[src/design/stcp_pkg.sv]
// Shared constants, codes and types for the serial time command parser.
`default_nettype none

package stcp_pkg;

    // Line buffer size in bytes; one less than this is kept per line
    localparam int LINE_BYTES = 48;
    localparam int CountW     = $clog2(LINE_BYTES);
    localparam int MaxCount   = LINE_BYTES - 1;
    localparam int PrefixLen  = 5;

    localparam int ByteW   = 8;
    localparam int ValueW  = 32;
    localparam int StatusW = 2;

    localparam logic [ValueW-1:0] ThresholdReset = 32'd1735689600;

    // Special bytes
    localparam logic [ByteW-1:0] ChCr    = 8'h0D;
    localparam logic [ByteW-1:0] ChLf    = 8'h0A;
    localparam logic [ByteW-1:0] ChNul   = 8'h00;
    localparam logic [ByteW-1:0] ChPlus  = 8'h2B;
    localparam logic [ByteW-1:0] ChMinus = 8'h2D;
    localparam logic [ByteW-1:0] ChZero  = 8'h30;

    // Parse phases
    localparam logic [2:0] PhPrefix   = 3'd0;
    localparam logic [2:0] PhMismatch = 3'd1;
    localparam logic [2:0] PhSpace    = 3'd2;
    localparam logic [2:0] PhDigits   = 3'd3;
    localparam logic [2:0] PhStop     = 3'd4;
    localparam logic [2:0] PhEmpty    = 3'd5;

    // Result status codes
    localparam logic [StatusW-1:0] StSet     = 2'd0;
    localparam logic [StatusW-1:0] StRefused = 2'd1;
    localparam logic [StatusW-1:0] StUnknown = 2'd2;

    typedef struct packed {
        logic               valid;
        logic [StatusW-1:0] status;
        logic [ValueW-1:0]  value;
    } t_result;

    // Command word "TIME " by position
    function automatic logic [ByteW-1:0] cmd_char(input logic [2:0] pos);
        logic [ByteW-1:0] c;
        case (pos)
            3'd0:    c = 8'h54; // T
            3'd1:    c = 8'h49; // I
            3'd2:    c = 8'h4D; // M
            3'd3:    c = 8'h45; // E
            3'd4:    c = 8'h20; // space
            default: c = 8'h20;
        endcase
        return c;
    endfunction

    // Fold ASCII lowercase letters to uppercase
    function automatic logic [ByteW-1:0] fold_upper(input logic [ByteW-1:0] b);
        logic [ByteW-1:0] r;
        r = b;
        if (b inside {[8'h61:8'h7A]}) begin
            r = b - 8'd32;
        end
        return r;
    endfunction

endpackage

`default_nettype wire

[src/design/stcp_line_parser.sv]
// Per-line parse state and the byte step that updates it.
`default_nettype none

module stcp_line_parser (
    input  wire logic                         i_clk,
    input  wire logic                         i_rst_n,
    input  wire logic                         i_step,
    input  wire logic [stcp_pkg::ByteW-1:0]   i_byte,
    input  wire logic [stcp_pkg::ValueW-1:0]  i_threshold,
    output stcp_pkg::t_result                 o_result
);

    logic [stcp_pkg::CountW-1:0] r_count, n_count;
    logic [2:0]                  r_phase, n_phase;
    logic [stcp_pkg::ValueW-1:0] r_acc, n_acc;
    logic                        r_ovf, n_ovf;
    logic                        r_minus, n_minus;
    logic                        r_zero, n_zero;

    logic [stcp_pkg::ValueW+3:0] acc_next;
    logic [stcp_pkg::ValueW+3:0] acc_wide;
    logic                        is_digit;
    logic                        is_blank;
    logic                        in_prefix;
    logic [stcp_pkg::ValueW-1:0] final_val;

    // Classify the byte and form acc*10 + digit
    always_comb begin
        is_digit  = i_byte inside {[8'h30:8'h39]};
        is_blank  = i_byte inside {8'h20, 8'h09, 8'h0B, 8'h0C};
        in_prefix = r_count < stcp_pkg::CountW'(stcp_pkg::PrefixLen);
        acc_wide  = {4'b0, r_acc};
        acc_next  = (acc_wide << 3) + (acc_wide << 1)
                  + {{stcp_pkg::ValueW{1'b0}}, 4'(i_byte - stcp_pkg::ChZero)};
    end

    // Value at the end of the line
    always_comb begin
        if (r_ovf) begin
            final_val = '1;
        end else if (r_minus) begin
            final_val = '0 - r_acc;
        end else begin
            final_val = r_acc;
        end
    end

    // Advance the line state by one byte
    always_comb begin
        n_count  = r_count;
        n_phase  = r_phase;
        n_acc    = r_acc;
        n_ovf    = r_ovf;
        n_minus  = r_minus;
        n_zero   = r_zero;
        o_result = '0;

        if (i_step && i_byte != stcp_pkg::ChCr) begin
            if (i_byte == stcp_pkg::ChLf) begin
                // End of line: report unless empty, then clear
                if (r_count != '0 && r_phase != stcp_pkg::PhEmpty) begin
                    o_result.valid = 1'b1;
                    if (r_phase == stcp_pkg::PhPrefix ||
                        r_phase == stcp_pkg::PhMismatch) begin
                        o_result.status = stcp_pkg::StUnknown;
                        o_result.value  = '0;
                    end else begin
                        o_result.value  = final_val;
                        o_result.status = (final_val > i_threshold) ?
                                          stcp_pkg::StSet : stcp_pkg::StRefused;
                    end
                end
                n_count = '0;
                n_phase = stcp_pkg::PhPrefix;
                n_acc   = '0;
                n_ovf   = 1'b0;
                n_minus = 1'b0;
                n_zero  = 1'b0;
            end else if (r_count < stcp_pkg::CountW'(stcp_pkg::MaxCount)) begin
                n_count = r_count + 1'b1;
                if (!r_zero) begin
                    if (i_byte == stcp_pkg::ChNul) begin
                        // Zero byte hides the rest of the line
                        n_zero = 1'b1;
                        if (r_count == '0) begin
                            n_phase = stcp_pkg::PhEmpty;
                        end
                    end else begin
                        case (r_phase)
                            stcp_pkg::PhPrefix: begin
                                if (in_prefix && stcp_pkg::fold_upper(i_byte) ==
                                    stcp_pkg::cmd_char(r_count[2:0])) begin
                                    if (r_count == stcp_pkg::CountW'(stcp_pkg::PrefixLen-1)) begin
                                        n_phase = stcp_pkg::PhSpace;
                                    end
                                end else begin
                                    n_phase = stcp_pkg::PhMismatch;
                                end
                            end
                            stcp_pkg::PhSpace: begin
                                if (is_blank) begin
                                    n_phase = r_phase;
                                end else if (i_byte == stcp_pkg::ChPlus) begin
                                    n_phase = stcp_pkg::PhDigits;
                                end else if (i_byte == stcp_pkg::ChMinus) begin
                                    n_minus = 1'b1;
                                    n_phase = stcp_pkg::PhDigits;
                                end else if (is_digit) begin
                                    if (acc_next[stcp_pkg::ValueW+3:stcp_pkg::ValueW] != '0) begin
                                        n_ovf = 1'b1;
                                    end else begin
                                        n_acc = acc_next[stcp_pkg::ValueW-1:0];
                                    end
                                    n_phase = stcp_pkg::PhDigits;
                                end else begin
                                    n_phase = stcp_pkg::PhStop;
                                end
                            end
                            stcp_pkg::PhDigits: begin
                                if (is_digit) begin
                                    if (r_ovf ||
                                        acc_next[stcp_pkg::ValueW+3:stcp_pkg::ValueW] != '0) begin
                                        n_ovf = 1'b1;
                                    end else begin
                                        n_acc = acc_next[stcp_pkg::ValueW-1:0];
                                    end
                                end else begin
                                    n_phase = stcp_pkg::PhStop;
                                end
                            end
                            default: begin
                                n_phase = r_phase;
                            end
                        endcase
                    end
                end
            end
        end
    end

    // Hold the line state
    always_ff @(posedge i_clk) begin
        if (!i_rst_n) begin
            r_count <= '0;
            r_phase <= stcp_pkg::PhPrefix;
            r_acc   <= '0;
            r_ovf   <= 1'b0;
            r_minus <= 1'b0;
            r_zero  <= 1'b0;
        end else begin
            r_count <= n_count;
            r_phase <= n_phase;
            r_acc   <= n_acc;
            r_ovf   <= n_ovf;
            r_minus <= n_minus;
            r_zero  <= n_zero;
        end
    end

endmodule

`default_nettype wire

[src/design/serial_time_command_parser_top.sv]
// Top level of the serial time command parser: stream ports, threshold, I/O registers.
//
// Usage: received serial bytes enter one per transaction on the s_axis channel
// (tdata[7:0] = rx_byte). Carriage returns are ignored, a line feed closes the
// line. For each non-empty line one result transaction leaves on m_axis:
// tuser = status (0 clock set, 1 value refused, 2 unknown command) and
// tdata = epoch_value. Lines without a line feed produce nothing.
// The plausible threshold is written through cfg_wr_en/cfg_wr_data while
// the block is idle; a value must be strictly above it to be set.
// Path: a line feed accepted on s_axis loads the input register; the line
// parser forms its result, which is loaded into the result register once
// that register is free and then shows on m_axis.
// Throughput: one byte per cycle when the result slot is free; every byte is
// handled by one pass of the line parser between the input and result registers.
// Stall: while a result waits on m_axis_tready the input register may still
// fill, then s_axis_tready drops until the result is taken.
// Reset (synchronous, active low) clears the line state, empties both
// registers and restores the threshold to 1735689600.
`default_nettype none

module serial_time_command_parser_top (
    input  wire logic                            i_clk,
    input  wire logic                            i_rst_n,
    // configuration
    input  wire logic                            i_cfg_wr_en,
    input  wire logic [stcp_pkg::ValueW-1:0]     i_cfg_wr_data,  // plausible_threshold
    // byte stream in
    input  wire logic                            s_axis_tvalid,
    output logic                                 s_axis_tready,
    input  wire logic [stcp_pkg::ByteW-1:0]      s_axis_tdata,   // [7:0] rx_byte
    // result stream out
    output logic                                 m_axis_tvalid,
    input  wire logic                            m_axis_tready,
    output logic [stcp_pkg::ValueW-1:0]          m_axis_tdata,   // [31:0] epoch_value
    output logic [stcp_pkg::StatusW-1:0]         m_axis_tuser    // [1:0] status
);

    logic [stcp_pkg::ValueW-1:0]  r_threshold;
    logic                         r_in_valid;
    logic [stcp_pkg::ByteW-1:0]   r_in_byte;
    logic                         r_out_valid;
    logic [stcp_pkg::StatusW-1:0] r_out_status;
    logic [stcp_pkg::ValueW-1:0]  r_out_value;

    logic              out_free;
    logic              step;
    stcp_pkg::t_result result;

    // Advance when the result slot is empty or being drained
    assign out_free      = !r_out_valid || m_axis_tready;
    assign step          = r_in_valid && out_free;
    assign s_axis_tready = !r_in_valid || out_free;

    assign m_axis_tvalid = r_out_valid;
    assign m_axis_tdata  = r_out_value;
    assign m_axis_tuser  = r_out_status;

    stcp_line_parser u_parser (
        .i_clk       (i_clk),
        .i_rst_n     (i_rst_n),
        .i_step      (step),
        .i_byte      (r_in_byte),
        .i_threshold (r_threshold),
        .o_result    (result)
    );

    // Threshold register
    always_ff @(posedge i_clk) begin
        if (!i_rst_n) begin
            r_threshold <= stcp_pkg::ThresholdReset;
        end else if (i_cfg_wr_en) begin
            r_threshold <= i_cfg_wr_data;
        end
    end

    // Input register
    always_ff @(posedge i_clk) begin
        if (!i_rst_n) begin
            r_in_valid <= 1'b0;
        end else if (s_axis_tready) begin
            r_in_valid <= s_axis_tvalid;
        end
    end

    always_ff @(posedge i_clk) begin
        if (s_axis_tvalid && s_axis_tready) begin
            r_in_byte <= s_axis_tdata;
        end
    end

    // Result register
    always_ff @(posedge i_clk) begin
        if (!i_rst_n) begin
            r_out_valid <= 1'b0;
        end else if (out_free) begin
            r_out_valid <= result.valid;
        end
    end

    always_ff @(posedge i_clk) begin
        if (result.valid) begin
            r_out_status <= result.status;
            r_out_value  <= result.value;
        end
    end

endmodule

`default_nettype wire
[config.mk]
export PLATFORM = sky130hd
export DESIGN_NAME = serial_time_command_parser_top
export DESIGN_NICKNAME = d
export VERILOG_FILES = /design/src/design/stcp_pkg.sv /design/src/design/stcp_line_parser.sv /design/src/design/serial_time_command_parser_top.sv
export SDC_FILE = /design/constraint.sdc
export NUM_CORES = 1
export LEC_CHECK = 0
export BUFFER_PORTS_ARGS = -buffer_cell sky130_fd_sc_hd__buf_2
export CELL_PAD_IN_SITES_DETAIL_PLACEMENT = 0
export CELL_PAD_IN_SITES_GLOBAL_PLACEMENT = 1
export CORE_UTILIZATION = 42
export DETAILED_ROUTE_END_ITERATION = 7
export GPL_TIMING_DRIVEN = 0
export PLACE_DENSITY = 0.73
export REMOVE_ABC_BUFFERS = 1
export SYNTH_ARGS = -nofsm -noshare
export SYNTH_HDL_FRONTEND = slang
export SYNTH_SLANG_ARGS = --single-unit
[constraint.sdc]
create_clock -name i_clk -period 4.8 [get_ports i_clk]
set_input_delay 0.24 -clock i_clk [delete_from_list [all_inputs] [get_ports i_clk]]
set_output_delay 0.24 -clock i_clk [all_outputs]
set_load 0.005 [all_outputs]
=== Word-level counts from Yosys, hierarchy flattened ===
Index checks and enable logic that the tools add are counted.

* Register bits after elaboration: 120
* Bits in latches: 0
* RAM bits: 0
* Memory bits (read-only): 0
* Bits of input ports: 45
* Output and inout bits: 36
* Memories: 0

* $add $sub $neg: 6
* $mul: 0
* Divide/modulo/power cells: 0
* Magnitude comparators: 7
* Eq/ne operators: 34
* Shift-type cells: 0
* Multiplexer cells: 72
* Bitwise logic cells: 3
* Reductions and logical operators: 32

{| class="wikitable"
|+ Operators with widths
! cell !! number
|-
| $mux 32 || 13
|-
| $mux 35 || 3
|-
| $mux 8 || 13
|-
| $pmux 32 s2 || 1
|-
| $add 35x33->36 || 1
|-
| $add 36x4->36 || 1
|-
| $mux 3 || 12
|-
| $mux 34 || 1
|-
| $eq 8x4->1 const B || 4
|-
| $gt 32x32->1 || 1
|-
| $sub 1x32->32 const A || 1
|-
| $pmux 7 s4 || 1
|-
| $eq 8x6->1 const B || 3
|-
| $mux 1 || 24
|-
| $reduce_and 12->1 || 2
|-
| $reduce_and 8->1 || 2
|-
| $ne 3x2->1 const B || 5
|-
| $eq 3x2->1 const B || 4
|-
| $mux 6 || 2
|-
| $ne 3x1->1 const B || 4
|-
| $pmux 3 s3 || 1
|-
| $eq 8x8->1 || 1
|-
| $ge 8x6->1 const B || 1
|-
| $ge 8x7->1 const B || 1
|-
| other kinds (31) || 52
|}

=== Longest topological paths before layout ===
* Depth after elaboration: 17
* Gate-level depth with buffers: 17
* Gate-level depth less buffers: 17

=== Cells and area by module ===
From an unflattened synthesis, not the netlist that was laid out.

* Cells, all modules: 1024
* Area, all modules: 8901.0 um^2

{| class="wikitable"
|+ By module, submodules not included
! module !! instances !! cells each !! area each (um^2) !! sequential area each (um^2)
|-
| stcp_line_parser || 1 || 870 || 6352.3 || 880.8
|-
| serial_time_command_parser_top || 1 || 154 || 2548.7 || 1941.9
|}

=== Worst setup path before layout ===
Ideal clock, no wire load.

* Path type: flip-flop to flip-flop
* Start: reg r_in_byte[5] (netlist name)
* End: reg r_out_value (netlist bit m_axis_tdata[10]), data pin
* Library setup time: 0.147 ns
* Arrival time: 4.925 ns
* Required time: 4.653 ns
* Setup slack: -0.272 ns
* Cell stages (with the launch flop): 8
* Buffers on the path: 2
* Period minus slack after synthesis: 5.072 ns
* Path through: edfxtp_1 -> or3_1 -> or3_1 -> clkbuf_1 -> nor3_1 -> o21ai_1 -> clkbuf_1 -> a21oi_1

* Longest elaborated chain between the ends: 4
* Elaborated cells between the ends (all ways): 6

{| class="wikitable"
|+ Ends and longest elaborated chain
! item !! RTL line !! text
|-
| from (decl) || serial_time_command_parser_top.sv:40 || <nowiki>logic [stcp_pkg::ByteW-1:0] r_in_byte;</nowiki>
|-
| from (signal assigned) || serial_time_command_parser_top.sv:87 || <nowiki>r_in_byte <= s_axis_tdata;</nowiki>
|-
| $ne 8x4->1 || stcp_line_parser.sv:58 || <nowiki>if (i_step && i_byte != stcp_pkg::ChCr) begin</nowiki>
|-
| $logic_and 1x1->1 || stcp_line_parser.sv:58 ||
|-
| $not 1->1 (no line) || - ||
|-
| $reduce_or 4->1 (no line) * || - ||
|-
| to (signal assigned) || serial_time_command_parser_top.sv:103 || <nowiki>r_out_value <= result.value;</nowiki>
|-
| to (decl) || serial_time_command_parser_top.sv:43 || <nowiki>logic [stcp_pkg::ValueW-1:0] r_out_value;</nowiki>
|}

Mark *: on every way between the ends. The rest lies on a longest branch, timed or not.
A chain may end at the register's enable or synchronous reset.

=== Final worst setup path ===
* Start: reg r_in_byte[3] (netlist name)
* End: reg u_parser.r_acc[11] (netlist name)

* Longest elaborated chain between the ends: 12
* Elaborated cells between the ends (all ways): 42

{| class="wikitable"
|+ Ends and longest elaborated chain
! item !! RTL line !! text
|-
| $sub 4x1->4 || stcp_line_parser.sv:34 || <nowiki>+ {{stcp_pkg::ValueW{1'b0}}, 4'(i_byte - stcp_pkg::ChZero)};</nowiki>
|-
| $add 36x4->36 || stcp_line_parser.sv:34 ||
|-
| $mux 32 || stcp_line_parser.sv:109 || <nowiki>if (acc_next[stcp_pkg::ValueW+3:stcp_pkg::ValueW] != '0) begin</nowiki>
|-
| $mux 32 || stcp_line_parser.sv:108 || <nowiki>end else if (is_digit) begin</nowiki>
|-
| $mux 32 || stcp_line_parser.sv:105 || <nowiki>end else if (i_byte == stcp_pkg::ChMinus) begin</nowiki>
|-
| $mux 32 || stcp_line_parser.sv:103 || <nowiki>end else if (i_byte == stcp_pkg::ChPlus) begin</nowiki>
|-
| $mux 32 || stcp_line_parser.sv:101 || <nowiki>if (is_blank) begin</nowiki>
|-
| $pmux 32 s2 || stcp_line_parser.sv:89 || <nowiki>case (r_phase)</nowiki>
|-
| $mux 32 || stcp_line_parser.sv:82 || <nowiki>if (i_byte == stcp_pkg::ChNul) begin</nowiki>
|-
| $mux 32 || stcp_line_parser.sv:81 || <nowiki>if (!r_zero) begin</nowiki>
|-
| $mux 32 || stcp_line_parser.sv:79 || <nowiki>end else if (r_count < stcp_pkg::CountW'(stcp_pkg::MaxCount)) begin</nowiki>
|-
| $mux 32 || stcp_line_parser.sv:59 || <nowiki>if (i_byte == stcp_pkg::ChLf) begin</nowiki>
|-
| to (signal assigned) || stcp_line_parser.sv:153 || <nowiki>r_acc <= n_acc;</nowiki>
|-
| to (decl) || stcp_line_parser.sv:15 || <nowiki>logic [stcp_pkg::ValueW-1:0] r_acc, n_acc;</nowiki>
|}

Several ways; a longest one is shown, not always the timed one. The select of a mux whose other input is x is not followed.

==> impl_summary.md <==
Outcome
The flow ran to the end, and the final reports show no timing, DRC or antenna violations.

Synthesis
In this run, synthesis produced a sequential element count of 120. Among all flip-flop cells after synthesis, the most frequent one is sky130_fd_sc_hd__dfxtp_1. Of the post-synthesis cell area, the dominant cell type holds a little under a fifth. Summing the areas of all compound-gate instances in the mapped netlist gives just over 20% of the synthesized area. Summing the areas of all fa, ha and maj instances in the mapped netlist gives about 15% of the synthesized area. The part of the Yosys area used for sequential elements is about 33%.

Yosys mapped a number of flops with a built-in enable equal to 42. The distinct cell type count after synthesis is 73. The main combinational cell family by area after synthesis is compound AO/OA/AOI/OAI gates. By area the synthesized netlist is led by sky130_fd_sc_hd__dfxtp_1 (18%), sky130_fd_sc_hd__ha_1 (15%), sky130_fd_sc_hd__edfxtp_1 (15%).

The share of cell area taken by muxes after synthesis is 3.60%. Dividing the synthesized area by the synthesized cell count gives about 9.0 sq um. The synthesized instance count is roughly 970. For this run, asynchronously set or reset flops after synthesis account for 0%.

The simple-gate portion of the synthesized area is around 17%. The fraction of synthesized cell area in xor and xnor cells is under 10%. The warning count from the yosys run is 0. Of all cell types, the one taking the most synthesized area is sky130_fd_sc_hd__dfxtp_1. The post-synth design cell area is around 8700 sq um.

Layout
The layout filler cell count is between 1.5k and 2k. 0 antenna diodes ended up in the layout. Across the whole layout, storage elements account for ~2800 sq um. The number of nets in the layout is approximately 1.2k.

The fraction of layout cells with a size suffix above 1 is a little over an eighth. The area growth from synthesis to final layout is 15.2%. The total area of multi-input combinational cells is about 5500 sq um.

Timing
Setup slack closes at about 340 ps. The clock tree skew after final layout is around 9.8 ps. The part of the cycle the worst path needs is between 90% and 100%.

Summed over all failing endpoints, the final setup total negative slack is 0 ps. The shortest clock period the worst path allows after layout is 4460 ps. The maximum clock rate is about 220 MHz. The final-report setup violation count is 0. The max-slew violation count is 0. Setup repair after global routing left no endpoint under its margin. The total count of hold-check failures in the final report is 0. At the pin with the least slew margin, the transition time is about 1100 ps.

In this run the tightest slew margin relative to its limit is 25.9%.

Global routing
The global-route usage over all layers is 20.4%. The global-route wire length before repair is between 30,000 and 40,000 microns. The largest net degree at the start of global routing is 60. The initial antenna violation count is 0. The number of global-route vias before repair is 6,904. Global routing finished with a remaining overflow of 0.

Clock tree
The register clock-pin slew on the reported worst setup and hold paths is around 60 ps. The number of buffers created by CTS is 17. The CTS sink count is 120.

Counting along the longest clock path gives a buffer depth of 2. The number of buffers inserted by post-CTS setup repair is 0. The later pin in the worst-skew pair is clocked with a latency of roughly 420 ps. The total number of H-tree levels is 4. The library cell used as clock root buffer is sky130_fd_sc_hd__clkbuf_16. TritonCTS built the clock tree.

Worst setup path
The arrival time at the worst endpoint is slightly below 5000 ps. Measured in cells, the most critical reg-to-reg path has a length of 13. For the worst setup path, the data required time is between 5000 and 6000 ps. The kind of critical path is flip-flop to flip-flop. The type of destination of the critical path is a flip-flop. Of all nets on the critical path, the largest fanout is 22.

The worst setup path is launched from a flip-flop.

Power and ir drop
The peak ir drop on the vdd network is approximately 0.22 mV. The total design power is about 2500 uW. Summed over all cells, the static leakage comes to 0.00465 uW. The areal power density over the cells is 256 nW/um^2.

Floorplan
In this run the core area contains 52 standard-cell rows. The floorplan step defined a die boundary enclosing around 21,000 sq um. The area of the core region is a little over 20,000 sq um.

During I/O placement, the number of pins put on the boundary was between 80 and 90. The starting density of the core is between 40 and 50%. The horizontal extent of the die is roughly 150 microns. The die is approximately 150 microns tall.

Detailed routing
The initial detailed-routing violation count is 310. The total via count in the routed design is 7,059. In the routed layout, each cell is associated on average with a via count of ~5.4. The total wire length is around 21,000 microns. In the routed design, unresolved DRC markers number 0.

In this run the remaining antenna-violating nets after routing total 0. The average wire length per cell after detail routing is 15.8 microns. The detailed-routing iteration count for the pre-antenna-repair pass is 4.

Placed design
Detailed placement ended at an HPWL of 15,300 microns. The worst setup slack before clock tree synthesis is 141 ps. The last weighted congestion value of the routability-driven placer is about 0.86. Input and output buffers added on the ports amount to 80.

Min path
The tightest min-delay check is of the input pin to flip-flop type. The instance count along the most critical hold path is 3.

Run
The max-capacitance violation count is 0.
report_power, final:
group / internal [uW] / leakage (uW) / total [uW] / switching, uW
Sequential: 1070 / 0.000949 / 1090 / 20.6
Combinational: 67.1 / 0.00341 / 148 / 80.7
Clock: 812 / 0.000290 / 1310 / 496
through the flow:
stage / cells / hold slack [ps] / util, % / cell area (sq um)
floorplan: 925 / 339 / - / 8460
global placement: 1275 / 416 / 45.5 / 9200
global route: 1319 / 42.7 / 49.2 / 9960
CTS: 1319 / 28.0 / 49.2 / 9960
detailed placement: 1279 / 418 / 45.8 / 9270
finish: 1319 / 39.0 / 49.2 / 9960
layout by cell type, fill, tap and decap left out, types with 7 or more instances in the layout:
master	Yosys	final
sky130_fd_sc_hd__a21o_1	24	24
sky130_fd_sc_hd__a21oi_1	85	85
sky130_fd_sc_hd__a22o_1	22	22
sky130_fd_sc_hd__a31oi_1	9	9
sky130_fd_sc_hd__buf_2	7	80
sky130_fd_sc_hd__clkbuf_16	0	17
sky130_fd_sc_hd__dfxtp_1	78	78
sky130_fd_sc_hd__dlygate4sd3_1	0	8
sky130_fd_sc_hd__edfxtp_1	42	42
sky130_fd_sc_hd__ha_1	103	103
sky130_fd_sc_hd__inv_1	55	54
sky130_fd_sc_hd__mux2i_1	30	30
sky130_fd_sc_hd__nand2_1	102	102
sky130_fd_sc_hd__nand2b_1	11	11
sky130_fd_sc_hd__nand3_1	7	7
sky130_fd_sc_hd__nand4_1	20	20
sky130_fd_sc_hd__nor2_1	42	42
sky130_fd_sc_hd__nor2b_1	33	33
sky130_fd_sc_hd__nor3_1	16	15
sky130_fd_sc_hd__nor4_1	7	7
sky130_fd_sc_hd__o211ai_1	16	16
sky130_fd_sc_hd__o21a_1	8	8
sky130_fd_sc_hd__o21ai_0	41	41
sky130_fd_sc_hd__o31ai_1	15	15
sky130_fd_sc_hd__xnor2_1	20	20
sky130_fd_sc_hd__xor2_1	41	41
cell families (layout without fill, tap and decap cells):
group,after synthesis,after routing
compound gates,269,269
buf+inv,96,180
xor+xnor,61,61
simple gates,283,283
mux,31,31
fa+ha+maj,105,105
flops,120,120
worst max-delay path: stages (launching register included):
cell and delay (ps):
sky130_fd_sc_hd__edfxtp_1 480, sky130_fd_sc_hd__inv_1 170, sky130_fd_sc_hd__fa_1 610, sky130_fd_sc_hd__inv_1 60
sky130_fd_sc_hd__ha_1 320, sky130_fd_sc_hd__a211oi_2 300, sky130_fd_sc_hd__o211ai_2 160, sky130_fd_sc_hd__a21bo_1 270
sky130_fd_sc_hd__a41oi_2 340, sky130_fd_sc_hd__nor4_1 110, sky130_fd_sc_hd__or4_4 530, sky130_fd_sc_hd__nor4_4 420
sky130_fd_sc_hd__and2_4 430, sky130_fd_sc_hd__a22o_1 180
registers in the layout, summed over array words and instances, names as in the netlist, 2 cells and up:
signal / cells
u_parser.r_acc: 32
u_parser.r_count: 6
u_parser.r_phase: 3
r_threshold: 32
m_axis_tuser: 2
r_in_byte: 8
m_axis_tdata: 32
synth_stat cells, drive strengths merged, types with 2 or more instances:
library cell,n
o2bb2ai,2
buf,13
nor2b,33
o21a,8
or2,3
nand4,20
a31oi,9
o211ai,18
fa,2
a21o,24
xor2,41
a22o,22
ha,103
xnor2,20
or4,7
mux2i,30
nand2b,11
clkbuf,27
dfxtp,78
nor3b,2
o21ai,44
nor4,10
a221o,2
nand3,7
a221oi,3
nor2,44
edfxtp,42
and2,7
inv,56
or3,7
and3,4
o21bai,6
nand3b,2
a21oi,87
nor3,16
a211oi,7
nor4bb,3
o41ai,7
o31ai,15
and4,3
nand2,102
a21boi,4
area by class of cell:
cell class	instances	share of cell area (%)
clock buffer	20	4.68
clock inverter	12	1.41
inverter	56	2.11
multi-input combinational	749	54.7
sequential	120	28.3
tap	270	3.39
timing repair buffer	92	5.36
layer usage:
metal	vias to the layer above	share of wire, %	wire [microns]	GRT usage [%]
met4	0	1.8	371	7.00
met1	3241	49	10300	28.1
met3	24	3.5	722	3.32
met2	122	45	9440	32.5
li1	3672	-	-	-
met5	-	0	0	0
path summary, 6_finish.rpt:
path / startpoint / to / slack [ps]
worst min register to register: r_threshold[30] / r_threshold[30] / 490
worst max register to register: r_in_byte[3] / u_parser.r_acc[11] / 340
worst min-delay path: i_cfg_wr_data[10] / r_threshold[10] / 40
worst max-delay path: r_in_byte[3] / u_parser.r_acc[11] / 340
repair_timing:
action	in CTS	in global routing
setup endpoints to repair	0	24
resized for setup	0	1
hold endpoints to repair	8	0
hold buffers	8	0
(Power assumes the default switching activity.)
